$ cat src/sv/scol_pkg.sv
// Package with widths, request codes and stage payload types of the sphere collision test unit.
package scol_pkg;

    localparam int COORD_W  = 32;
    localparam int RAD_W    = 31;
    localparam int MAG_W    = 32;
    localparam int SQ_W     = 2 * MAG_W;
    localparam int AXIS_W   = SQ_W + 1;
    localparam int SUM_W    = SQ_W + 3;
    localparam int NUM_AXES = 3;

    typedef enum logic {
        REQ_SPHERE = 1'b0,
        REQ_BOX    = 1'b1
    } req_kind_t;

    typedef struct packed {
        logic                              is_box;
        logic [NUM_AXES-1:0][MAG_W-1:0]    mag_a;
        logic [NUM_AXES-1:0][MAG_W-1:0]    mag_b;
        logic [MAG_W-1:0]                  bound_mag;
    } diff_t;

    typedef struct packed {
        logic                              is_box;
        logic [NUM_AXES-1:0][SQ_W-1:0]     sq_a;
        logic [NUM_AXES-1:0][SQ_W-1:0]     sq_b;
        logic [SQ_W-1:0]                   bound_sq;
    } square_t;

endpackage

$ cat src/sv/scol_if.sv


interface scol_res_if;
    logic valid;
    logic ready;
    logic hit;

    modport source (output valid, hit, input ready);
    modport sink (input valid, hit, output ready);
endinterface

$ cat src/sv/scol_reduce.sv
// Last three stages: per-axis sums, the total sum and the final compare into the result register.
module scol_reduce (
    input  logic                 clk,
    input  logic                 rst_n,
    input  logic                 in_valid,
    output logic                 in_ready,
    input  scol_pkg::square_t    in_data,
    scol_res_if.source           res
);

    typedef struct packed {
        logic                                                  is_box;
        logic [scol_pkg::NUM_AXES-1:0][scol_pkg::AXIS_W-1:0]   axis_sum;
        logic [scol_pkg::SQ_W-1:0]                             bound_sq;
    } axis_stage_t;

    typedef struct packed {
        logic                          is_box;
        logic [scol_pkg::SUM_W-1:0]    total;
        logic [scol_pkg::SQ_W-1:0]     bound_sq;
    } total_stage_t;

    logic            a_valid_reg;
    logic            b_valid_reg;
    logic            c_valid_reg;
    logic            a_ready;
    logic            b_ready;
    logic            c_ready;
    axis_stage_t     a_reg;
    axis_stage_t     a_next;
    total_stage_t    b_reg;
    total_stage_t    b_next;
    logic            hit_reg;
    logic            hit_next;
    logic [scol_pkg::SUM_W-1:0] bound_ext;

    assign c_ready  = !c_valid_reg || res.ready;
    assign b_ready  = !b_valid_reg || c_ready;
    assign a_ready  = !a_valid_reg || b_ready;
    assign in_ready = a_ready;

    always_comb
    begin
        a_next.is_box   = in_data.is_box;
        a_next.bound_sq = in_data.bound_sq;
        for (int i = 0; i < scol_pkg::NUM_AXES; i++)
        begin
            a_next.axis_sum[i] = scol_pkg::AXIS_W'(in_data.sq_a[i]) +
                                 scol_pkg::AXIS_W'(in_data.sq_b[i]);
        end
    end

    always_comb
    begin
        b_next.is_box   = a_reg.is_box;
        b_next.bound_sq = a_reg.bound_sq;
        b_next.total    = scol_pkg::SUM_W'(a_reg.axis_sum[0]) +
                          scol_pkg::SUM_W'(a_reg.axis_sum[1]) +
                          scol_pkg::SUM_W'(a_reg.axis_sum[2]);
    end

    assign bound_ext = scol_pkg::SUM_W'(b_reg.bound_sq);

    // Touching spheres do not hit; a touching box does.
    always_comb
    begin
        if (b_reg.is_box)
        begin
            hit_next = (b_reg.total <= bound_ext);
        end
        else
        begin
            hit_next = (b_reg.total < bound_ext);
        end
    end

    always_ff @(posedge clk or negedge rst_n)
    begin
        if (!rst_n)
        begin
            a_valid_reg <= 1'b0;
            b_valid_reg <= 1'b0;
            c_valid_reg <= 1'b0;
        end
        else
        begin
            if (a_ready)
            begin
                a_valid_reg <= in_valid;
            end
            if (b_ready)
            begin
                b_valid_reg <= a_valid_reg;
            end
            if (c_ready)
            begin
                c_valid_reg <= b_valid_reg;
            end
        end
    end

    always_ff @(posedge clk)
    begin
        if (in_valid && a_ready)
        begin
            a_reg <= a_next;
        end
        if (a_valid_reg && b_ready)
        begin
            b_reg <= b_next;
        end
        if (b_valid_reg && c_ready)
        begin
            hit_reg <= hit_next;
        end
    end

    assign res.valid = c_valid_reg;
    assign res.hit   = hit_reg;

endmodule

$ cat src/flat_wrapper.sv
// flat-port wrapper written by rule: the top's interface ports become plain ports
module scol_reduce_flat 
  (clk, rst_n, in_valid, in_ready, in_data, res_valid, res_hit, res_ready);
  scol_res_if res_i ();
  input  logic clk;
  input  logic rst_n;
  input  logic in_valid;
  output logic in_ready;
  input  scol_pkg::square_t in_data;
  output wire logic [$bits(res_i.valid)-1:0] res_valid;
  output wire logic [$bits(res_i.hit)-1:0] res_hit;
  input wire logic [$bits(res_i.ready)-1:0] res_ready;
  assign res_valid = res_i.valid;
  assign res_hit = res_i.hit;
  assign res_i.ready = res_ready;
  scol_reduce u_core (.clk(clk), .rst_n(rst_n), .in_valid(in_valid), .in_ready(in_ready), .in_data(in_data), .res(res_i));
endmodule
$ cat config.mk
export PLATFORM = sky130hd
export DESIGN_NAME = scol_reduce_flat
export DESIGN_NICKNAME = d
export VERILOG_FILES = /design/src/sv/scol_pkg.sv /design/src/sv/scol_if.sv /design/src/sv/scol_reduce.sv /design/src/flat_wrapper.sv
export SDC_FILE = /design/constraint.sdc
export NUM_CORES = 1
export LEC_CHECK = 0
export BUFFER_PORTS_ARGS = -buffer_cell sky130_fd_sc_hd__buf_4
export CELL_PAD_IN_SITES_DETAIL_PLACEMENT = 0
export CELL_PAD_IN_SITES_GLOBAL_PLACEMENT = 1
export CORE_AREA = 2 2 310 220
export DETAILED_ROUTE_END_ITERATION = 7
export DIE_AREA = 0 0 312 222
export PLACE_DENSITY_LB_ADDON = 0.2
export SLEW_MARGIN = 15
export SYNTH_ARGS = -nofsm -noshare
export SYNTH_HDL_FRONTEND = slang
export SYNTH_SLANG_ARGS = --single-unit
$ cat constraint.sdc
create_clock -name clk -period 21.4 [get_ports clk]
set_input_delay 4.28 -clock clk [delete_from_list [all_inputs] [get_ports clk]]
set_output_delay 4.28 -clock clk [all_outputs]
set_load 0.01 [all_outputs]
==> results by group <==
GRT
  • First-pass GRT wire length: 144 mm
  • Pin count of the biggest net entering global routing: 81
  • Initial antenna violation count: 11
  • Gr ovfl total: 0
  • GRT Total Usage: 0.262
  • Vias in the first global route: 25,600

Floorplan
  • Row count: 79
  • Starting density of the core: 0.487
  • Num ports: 456
  • Core Area: 66,000 um2
  • DIE WIDTH: 312 um
  • Chip Height: 222 um
  • Die Area: 69,300 um2

CTS
  • TritonCTS Sinks: 396
  • CTS Hold Bufs: 0
  • H-tree depth: 2
  • Buffer count from post-CTS setup fixing: 0
  • Clk root buf: clkbuf_16
  • CTS Buf Count: 43
  • Reg clk slew, reported paths: 60 ps
  • Max clock buf depth: 3
  • TritonCTS clock tree: built
  • Post-cts sizing count: 0
  • Clock insertion delay at the later pin of the skew report: 580 ps

Layout
  • Sequential cell area: 11,900 um2
  • Final #Nets: 4,611
  • Share of layout cells above drive strength 1: 0.148
  • Footprint of the multi-input gates: 19,300 um2
  • Max FFs per register: 260
  • Fillers: 6,045
  • Area delta synth->final: 17.4%

Timing
  • Final min period: 9150 ps
  • Worst-Margin Slew: 1010 ps
  • Final Max Tran Viols: 0
  • # setup viols final: 0
  • Part of the cycle the worst path needs: 0.428
  • Fmax: 0.109 GHz
  • Final hold vios: 0
  • Slew HR: 0.326
  • RSZ-0062 raised after global routing: no
  • Total Neg Setup Slack: 0 ps
  • Max Clock Skew: 12.1 ps

Setup path
  • Crit-path slowest cell: buf_4
  • Top cell by count, worst path: buf_4
  • Worst path arrival time: 4870 ps
  • CP cell instances: buf_4 -> nor2b_1 -> nand3_1 -> buf_4
  • Critical Path Max Stage Delay: 170 ps
  • WP data required: 17,120 ps
  • Crit-path max FO: 3
  • Setup crit start kind: input pin
  • CP top delay family: simple AND/OR/NAND/NOR gates
  • Critical path type: input pin to output pin
  • Worst Path Buf+Inv: 2
  • Setup crit end kind: output pin

Synth
  • Area contributors post-synth: edfxtp_1, ha_1, a21oi_1, a21o_1, xnor2_1
  • Average cell area after synthesis: 9.51 um2
  • Share of Yosys cell area claimed by the top area cell type: 0.367
  • Ys flop type: edfxtp_1
  • Ys async rst share: 0.00758
  • Synthesized area: 32,200 um2
  • Mapped Nets: 4,224
  • Top cells by count, synth: edfxtp_1, ha_1, a21oi_1
  • Seq cells post-synth: 396
  • Number of flops mapped to enable cells by yosys: 393
  • Synth Instances: 3,379
  • Post-synth cell types: 90
  • Most frequent cell after synthesis: edfxtp_1
  • Leading area contributor after synthesis: edfxtp_1
  • Sequential cell area fraction in the yosys report: 0.369
  • Syn. warnings: 0

Route
  • Average wire per standard cell: 19.9 um
  • # DRC: 0
  • Total routed wirelength: 93.4 mm
  • Vias: 27,200
  • Post-route ant nets: 0
  • Drt pass-1 iters: 6
  • 1st-iter DRT viols: 2,175
  • Vias per inst: 5.79

Power
  • Power Density: 102 nW/um2
  • Leakage power: 0.0164 uW
  • Peak VDD IR: 52.5 uV
  • Overall power: 3860 uW

Run status
  • Status: finished clean

Placed design
  • Buffers on Ports: 455
  • DP Wirelength: 76.4 mm
  • Placer Congestion: 0.934

Flow run
  • Total of max-cap violations: 0

Min path
  • Worst Hold Class: flip-flop to flip-flop
stage by stage:
stage          std cells  cell area [um2]  hold WS, ps  utilization  setup WS [ps]
6_report            4698            37800          415        0.572          12250
2_1_floorplan       3379            32200          400            -          10320
4_1_cts             4691            37700          416        0.572          12260
3_5_place_dp        4612            36300          405        0.549          12270
3_3_place_gp        4612            36300          403        0.549          12300
5_1_grt             4697            37800          422        0.572          12200
final timing paths:
check,slack [ps],startpoint,cells past startpoint,endpoint
setup / recovery,12250,res_ready,4,in_ready
hold / removal,420,u_core.a_reg[14],0,u_core.b_reg[14]
setup reg to reg,14930,u_core.a_reg[64],23,u_core.b_reg[121]
hold reg to reg,420,u_core.a_reg[14],0,u_core.b_reg[14]
max in group asynchronous,17830,rst_n,1,u_core.b_valid_reg
min in group asynchronous,3480,rst_n,1,u_core.a_valid_reg
cell families after synthesis:
family	count (synthesis)	share of synthesized area
AND/OR/NAND/NOR	856	0.129
multiplexers	3	0.00101
buffers and inverters	272	0.0319
adder cells (fa/ha/maj)	392	0.154
XOR/XNOR	293	0.0798
AO/OA/AOI/OAI	1167	0.235
flip-flops	396	0.369
routing by layer:
| metal | up-vias | share of wire | global-route usage |
|---|---|---|---|
| li1 | 13500 | - | - |
| met1 | 12600 | 0.51 | 0.420 |
| met2 | 905 | 0.40 | 0.364 |
| met3 | 132 | 0.067 | 0.0373 |
| met4 | 10 | 0.023 | 0.0631 |
| met5 | - | 0.00058 | 0 |
power breakdown:
group	total, uW	leakage, uW	switching, uW	internal (uW)
clock	775	0.000719	308	467
combinational	1940	0.0119	1160	779
sequential	1140	0.00383	51.4	1090
total	3860	0.0164	1520	2340
layout by cell type, fill, tap and decap left out, types with 14 or more instances in the layout:
cell and count:
a211o_1 14, a211oi_1 26, a21o_1 221, a21oi_1 363
a221oi_1 17, a31oi_1 47, and2_1 23, and3_1 27
buf_4 459, clkbuf_16 43, edfxtp_1 393, ha_1 387
inv_1 155, nand2_1 241, nand2b_1 40, nand3_1 70
nand4_1 90, nor2_1 218, nor2b_1 38, nor3_1 45
o211ai_1 29, o21a_1 36, o21ai_0 183, o21ai_1 27
o21bai_1 55, o31ai_1 20, xnor2_1 187, xor2_1 106
final cells by class:
class	instances	area share
Clock inverter	31	0.00984
Tap cell	891	0.0295
Multi-Input combinational cell	2711	0.510
Sequential cell	396	0.315
Clock buffer	48	0.0290
Antenna cell	7	0.000464
Timing Repair Buffer	459	0.0913
Inverter	155	0.0154
Note: power is estimated with default switching activity, not from simulation.
