==> src/sv/scol_pkg.sv <==
// Package with widths, request codes and stage payload types of the sphere collision test unit.
package scol_pkg;

    localparam int COORD_W  = 32;
    localparam int RAD_W    = 31;
    localparam int MAG_W    = 32;
    localparam int SQ_W     = 2 * MAG_W;
    localparam int AXIS_W   = SQ_W + 1;
    localparam int SUM_W    = SQ_W + 3;
    localparam int NUM_AXES = 3;

    typedef enum logic {
        REQ_SPHERE = 1'b0,
        REQ_BOX    = 1'b1
    } req_kind_t;

    typedef struct packed {
        logic                              is_box;
        logic [NUM_AXES-1:0][MAG_W-1:0]    mag_a;
        logic [NUM_AXES-1:0][MAG_W-1:0]    mag_b;
        logic [MAG_W-1:0]                  bound_mag;
    } diff_t;

    typedef struct packed {
        logic                              is_box;
        logic [NUM_AXES-1:0][SQ_W-1:0]     sq_a;
        logic [NUM_AXES-1:0][SQ_W-1:0]     sq_b;
        logic [SQ_W-1:0]                   bound_sq;
    } square_t;

endpackage

==> src/sv/scol_if.sv <==
// Request and result channel interfaces of the sphere collision test unit.
interface scol_req_if;
    logic                                 valid;
    logic                                 ready;
    logic                                 req_type;
    logic signed [scol_pkg::COORD_W-1:0]  center_x;
    logic signed [scol_pkg::COORD_W-1:0]  center_y;
    logic signed [scol_pkg::COORD_W-1:0]  center_z;
    logic        [scol_pkg::RAD_W-1:0]    radius;
    logic signed [scol_pkg::COORD_W-1:0]  near_x;
    logic signed [scol_pkg::COORD_W-1:0]  near_y;
    logic signed [scol_pkg::COORD_W-1:0]  near_z;
    logic signed [scol_pkg::COORD_W-1:0]  far_x;
    logic signed [scol_pkg::COORD_W-1:0]  far_y;
    logic signed [scol_pkg::COORD_W-1:0]  far_z;
    logic        [scol_pkg::RAD_W-1:0]    other_radius;

    modport source (
        output valid, req_type, center_x, center_y, center_z, radius,
               near_x, near_y, near_z, far_x, far_y, far_z, other_radius,
        input  ready
    );
    modport sink (
        input  valid, req_type, center_x, center_y, center_z, radius,
               near_x, near_y, near_z, far_x, far_y, far_z, other_radius,
        output ready
    );
endinterface


==> src/sv/scol_diff.sv <==
// First stage: per-axis distance magnitudes and the radius bound.
module scol_diff (
    input  logic                 clk,
    input  logic                 rst_n,
    scol_req_if.sink             req,
    output logic                 out_valid,
    input  logic                 out_ready,
    output scol_pkg::diff_t      out_data
);

    logic                                                      valid_reg;
    scol_pkg::diff_t                                           data_reg;
    scol_pkg::diff_t                                           data_next;
    logic [scol_pkg::NUM_AXES-1:0][scol_pkg::COORD_W-1:0]      c;
    logic [scol_pkg::NUM_AXES-1:0][scol_pkg::COORD_W-1:0]      n;
    logic [scol_pkg::NUM_AXES-1:0][scol_pkg::COORD_W-1:0]      f;
    logic [scol_pkg::NUM_AXES-1:0][scol_pkg::COORD_W:0]        d_cn;
    logic [scol_pkg::NUM_AXES-1:0][scol_pkg::COORD_W:0]        d_cf;
    logic [scol_pkg::NUM_AXES-1:0][scol_pkg::COORD_W:0]        d_cn_abs;
    logic                                                      is_box;
    logic                                                      load;

    assign c = {req.center_z, req.center_y, req.center_x};
    assign n = {req.near_z, req.near_y, req.near_x};
    assign f = {req.far_z, req.far_y, req.far_x};
    assign is_box = (req.req_type == scol_pkg::REQ_BOX);

    always_comb
    begin
        data_next.is_box = is_box;
        for (int i = 0; i < scol_pkg::NUM_AXES; i++)
        begin
            d_cn[i] = {c[i][scol_pkg::COORD_W-1], c[i]} - {n[i][scol_pkg::COORD_W-1], n[i]};
            d_cf[i] = {c[i][scol_pkg::COORD_W-1], c[i]} - {f[i][scol_pkg::COORD_W-1], f[i]};
            d_cn_abs[i] = d_cn[i][scol_pkg::COORD_W] ? (~d_cn[i] + 1'b1) : d_cn[i];
            if (is_box)
            begin
                data_next.mag_a[i] = d_cn[i][scol_pkg::COORD_W] ?
                                     d_cn_abs[i][scol_pkg::MAG_W-1:0] : '0;
                data_next.mag_b[i] = (!d_cf[i][scol_pkg::COORD_W] && (d_cf[i] != '0)) ?
                                     d_cf[i][scol_pkg::MAG_W-1:0] : '0;
            end
            else
            begin
                data_next.mag_a[i] = d_cn_abs[i][scol_pkg::MAG_W-1:0];
                data_next.mag_b[i] = '0;
            end
        end
        if (is_box)
        begin
            data_next.bound_mag = scol_pkg::MAG_W'(req.radius);
        end
        else
        begin
            data_next.bound_mag = scol_pkg::MAG_W'(req.radius) + scol_pkg::MAG_W'(req.other_radius);
        end
    end

    assign req.ready = !valid_reg || out_ready;
    assign load      = req.valid && req.ready;

    always_ff @(posedge clk or negedge rst_n)
    begin
        if (!rst_n)
        begin
            valid_reg <= 1'b0;
        end
        else if (req.ready)
        begin
            valid_reg <= req.valid;
        end
    end

    always_ff @(posedge clk)
    begin
        if (load)
        begin
            data_reg <= data_next;
        end
    end

    assign out_valid = valid_reg;
    assign out_data  = data_reg;

endmodule

==> src/flat_wrapper.sv <==
// flat-port wrapper written by rule: the top's interface ports become plain ports
module scol_diff_flat 
  (clk, rst_n, out_valid, out_ready, out_data, req_valid, req_req_type, req_center_x, req_center_y, req_center_z, req_radius, req_near_x, req_near_y, req_near_z, req_far_x, req_far_y, req_far_z, req_other_radius, req_ready);
  scol_req_if req_i ();
  input  logic clk;
  input  logic rst_n;
  output logic out_valid;
  input  logic out_ready;
  output scol_pkg::diff_t out_data;
  input wire logic [$bits(req_i.valid)-1:0] req_valid;
  input wire logic [$bits(req_i.req_type)-1:0] req_req_type;
  input wire logic [$bits(req_i.center_x)-1:0] req_center_x;
  input wire logic [$bits(req_i.center_y)-1:0] req_center_y;
  input wire logic [$bits(req_i.center_z)-1:0] req_center_z;
  input wire logic [$bits(req_i.radius)-1:0] req_radius;
  input wire logic [$bits(req_i.near_x)-1:0] req_near_x;
  input wire logic [$bits(req_i.near_y)-1:0] req_near_y;
  input wire logic [$bits(req_i.near_z)-1:0] req_near_z;
  input wire logic [$bits(req_i.far_x)-1:0] req_far_x;
  input wire logic [$bits(req_i.far_y)-1:0] req_far_y;
  input wire logic [$bits(req_i.far_z)-1:0] req_far_z;
  input wire logic [$bits(req_i.other_radius)-1:0] req_other_radius;
  output wire logic [$bits(req_i.ready)-1:0] req_ready;
  assign req_i.valid = req_valid;
  assign req_i.req_type = req_req_type;
  assign req_i.center_x = req_center_x;
  assign req_i.center_y = req_center_y;
  assign req_i.center_z = req_center_z;
  assign req_i.radius = req_radius;
  assign req_i.near_x = req_near_x;
  assign req_i.near_y = req_near_y;
  assign req_i.near_z = req_near_z;
  assign req_i.far_x = req_far_x;
  assign req_i.far_y = req_far_y;
  assign req_i.far_z = req_far_z;
  assign req_i.other_radius = req_other_radius;
  assign req_ready = req_i.ready;
  scol_diff u_core (.clk(clk), .rst_n(rst_n), .req(req_i), .out_valid(out_valid), .out_ready(out_ready), .out_data(out_data));
endmodule
==> config.mk <==
export PLATFORM = sky130hd
export DESIGN_NAME = scol_diff_flat
export DESIGN_NICKNAME = d
export VERILOG_FILES = /design/src/sv/scol_pkg.sv /design/src/sv/scol_if.sv /design/src/sv/scol_diff.sv /design/src/flat_wrapper.sv
export SDC_FILE = /design/constraint.sdc
export NUM_CORES = 1
export LEC_CHECK = 0
export BUFFER_PORTS_ARGS = -buffer_cell sky130_fd_sc_hd__buf_4
export CORE_MARGIN = 1.5
export CORE_UTILIZATION = 38
export DETAILED_ROUTE_END_ITERATION = 10
export MAX_ROUTING_LAYER = met4
export PLACE_DENSITY = 0.63
export SYNTH_ARGS = -nofsm -noshare
export SYNTH_HDL_FRONTEND = slang
export SYNTH_SLANG_ARGS = --single-unit
==> constraint.sdc <==
create_clock -name clk -period 9 [get_ports clk]
set_input_delay 2.25 -clock clk [delete_from_list [all_inputs] [get_ports clk]]
set_output_delay 2.25 -clock clk [all_outputs]
set_load 0.1 [all_outputs]
==> key figures <==
Timing
  – Final hold vios: 0
  – Fin Setup TNS: 0 ns
  – Clk_skew: 0.0202 ns
  – Period minus WS final: 6.45 ns
  – Worst hold slack: 0.578 ns
  – Max_slew headroom: 12.0%
  – RSZ-0062 raised after global routing: no
  – Worst slew pin tran: 1.32 ns
  – Setup-failing EPs final: 0
  – Max frequency: 155 MHz
  – Max-slew violations: 0
  – Final period util: 71.7%

Power
  – Worst vdd rail ir drop: 0.142 mV
  – Leak pwr: 12.9 nW
  – Pwr/cell area: 178 nW/µm²

Flow run
  – Max_cap viols: 0

Detailed routing
  – # DRC: 0
  – Vias: 21200
  – Antenna-violating nets left: 0
  – Initial DRC count: 1253
  – Vias/cell: 5.42
  – 1st-pass router iterations: 6
  – Drt total wl: 78000 µm
  – Routed WL per cell: 19.9 µm

Synth
  – Synthesized Nets: 3168
  – Synth cell types: 82
  – Synthesized cell area: 22000 µm²
  – Synth Register Bits: 226
  – Sequential fraction of the synthesis area: 30.9%
  – Average size of a mapped cell: 8.51 µm²
  – Yosys warns: 0
  – Mapped Cells: 2580
  – EDFF count, synth: 225
  – Synth Flop Type: edfxtp_1
  – Synth async-reset ratio: 0.442%

CTS
  – Hold Buf Count CTS: 0
  – Latest clock arrival within the worst-skew pair: 0.59 ns
  – H-tree depth: 1
  – Postcts setup bufs: 0
  – CTS Sinks: 226
  – Clock Tree Root: clkbuf_16
  – CTS clk-pin slew, worst paths: 0.06 ns
  – CTS Buffer Depth: 3
  – CTS tree: done
  – CTS resizes: 0
  – CTS buffer count: 29

Worst setup path
  – Top cell by count, worst path: o21ai_0
  – Worst Setup Start Kind: input port
  – Crit-path max FO: 32
  – Worst Path Arrival: 6.73 ns
  – CP max-delay cell: o41a_1
  – Data required time at the worst endpoint: 9.28 ns
  – Max incr delay on CP: 1.06 ns
  – CP Cell Sequence: buf_4 -> inv_1 -> ha_1 -> fa_1 -> nor2b_1 -> o21ai_0 -> a21boi_0 -> o22a_1 -> a31oi_1 -> o31a_1 -> o21ai_0 -> a221oi_1 -> o21ai_0 -> a21boi_0 -> o41a_1 -> nor2_1
  – CP Capture Type: flop
  – Critical path type: in2reg

Final layout
  – Commonest non-fill, non-tap cell in the layout: buf_4
  – Fraction of layout cells with a size suffix above 1: 21.5%
  – Area growth from synthesis to final layout: 28.1%
  – Final std cells w/o fill: 3915
  – Final layout net count: 3718
  – Most frequent cells in the layout: buf_4, inv_1, ha_1

Global routing
  – GRT overflow: 0
  – Number of global-route vias before repair: 20600
  – Gr usage total: 25.9%
  – Initial antenna violation count: 6
  – Largest net degree at the start of global routing: 121
  – Global-route wire length before repair: 117000 µm

Place
  – Number of port buffers: 581
  – Post-DP HPWL: 64400 µm
  – GPL Wtd Cong: 0.938
  – Placed Cells: 3855

Worst hold path
  – Hold Crit Class: reg2reg

Outcome
  – Outcome: complete, no violations

Floorplan
  – Die area: 59300 µm²
  – Num ports: 582
  – Die width: 243 µm
  – Core area: 56700 µm²
  – Initial core utilization: 38.7%
  – Row Count: 87
  – Chip height: 243 µm
## worst max-delay path, delay by kind of cell
kind	cells	cell delay, ns
AOI/OAI and AO/OA	10	3.69
adders and majority gates	2	0.38
and+or+nand+nor	2	0.20
buffers and inverters	2	0.18
## state kept, by name (all words and copies together), names as in the netlist
name	cells
u_core.out_valid	1
u_core.out_data	225
## metal layers
| layer | part of all wire (%) | global-route usage [%] | up-vias |
|---|---|---|---|
| met5 | 0 | - | - |
| met4 | 3.5 | 8.28 | 0 |
| met3 | 7.1 | 5.72 | 113 |
| met2 | 48 | 43.8 | 664 |
| met1 | 41 | 30.5 | 9951 |
| li1 | - | - | 10500 |
## stage by stage
stage	utilization (%)	power, mW	setup slack, ns	area [µm²]
floorplan	-	3.14	0.119	22000
global placement	47.8	3.73	2.16	27100
detailed placement	47.8	3.75	2.02	27100
CTS	49.6	5.03	2.63	28100
global route	49.6	5.24	2.08	28100
finish	49.6	5.00	2.55	28100
## report_power, final
part           internal [mW]  total (mW)  switching (mW)
registers               1.32        1.36          0.0414
clock network          0.762        1.26           0.496
logic                  0.732        2.38            1.65
## kinds of logic (layout without fill, tap and decap cells)
kind of cell               after synthesis  in the layout  synth area share (%)
and+or+nand+nor                        793            793                  17.7
AOI/OAI and AO/OA                      741            741                  21.9
buffers and inverters                  326            899                  5.59
xor gates and xnor gates               249            249                  9.93
adders and majority gates              233            233                  13.5
DFF                                    226            226                  30.9
muxes                                   12             12                 0.570
other                                    0              6                     0
## path summary, 6_finish.rpt
check | startpoint | to | slack [ns] | cells after the start
min in group asynchronous | rst_n | u_core.out_valid | 1.44 | 1
min reg2reg | u_core.out_valid | u_core.out_valid | 0.58 | 2
min | u_core.out_valid | u_core.out_valid | 0.58 | 2
max reg2reg | u_core.out_valid | u_core.out_data[37] | 6.66 | 3
max in group asynchronous | rst_n | u_core.out_valid | 7.48 | 1
max | req_center_z[0] | u_core.out_data[111] | 2.55 | 16
## cell usage after synthesis (all sizes together) (5+ instances only)
cell type | count | area, µm²
o31a | 6 | 52.6
and2 | 17 | 106
or3 | 22 | 138
nor3b | 9 | 72.6
xnor2 | 145 | 1270
inv | 255 | 957
nand2b | 35 | 219
a21oi | 162 | 815
edfxtp | 225 | 6760
nand4 | 27 | 169
a41oi | 7 | 61.3
o31ai | 17 | 128
a211o | 7 | 61.3
fa | 7 | 140
o21ai | 175 | 876
a211oi | 27 | 203
and4 | 8 | 70.1
nor2 | 221 | 830
o21bai | 22 | 165
a2111oi | 10 | 87.6
nor3 | 71 | 355
nor2b | 39 | 244
o22ai | 36 | 231
nor4b | 6 | 65.1
nand2 | 208 | 781
a31o | 5 | 43.8
a221oi | 8 | 76.3
a31oi | 27 | 169
ha | 226 | 2830
o211ai | 18 | 135
o21a | 42 | 315
a21boi | 14 | 105
or4 | 8 | 63.8
and3 | 22 | 138
xor2 | 104 | 911
o221ai | 5 | 43.8
nand3 | 47 | 240
mux2i | 8 | 80.1
or2 | 18 | 113
a311oi | 8 | 70.1
a21o | 106 | 796
nor4 | 16 | 115
buf | 5 | 22.5
clkbuf | 65 | 244
nand3b | 11 | 82.6
## layout make-up
cell class	count	area (µm²)
multi-input cells	2028	14000
diodes	6	15.0
repair buffers	589	4430
fillers	5452	28600
clock buffers	31	733
inverters	256	961
flip-flops and latches	226	6780
clock inverters	23	283
well taps	756	946
Note: power is estimated with default switching activity, not from simulation.
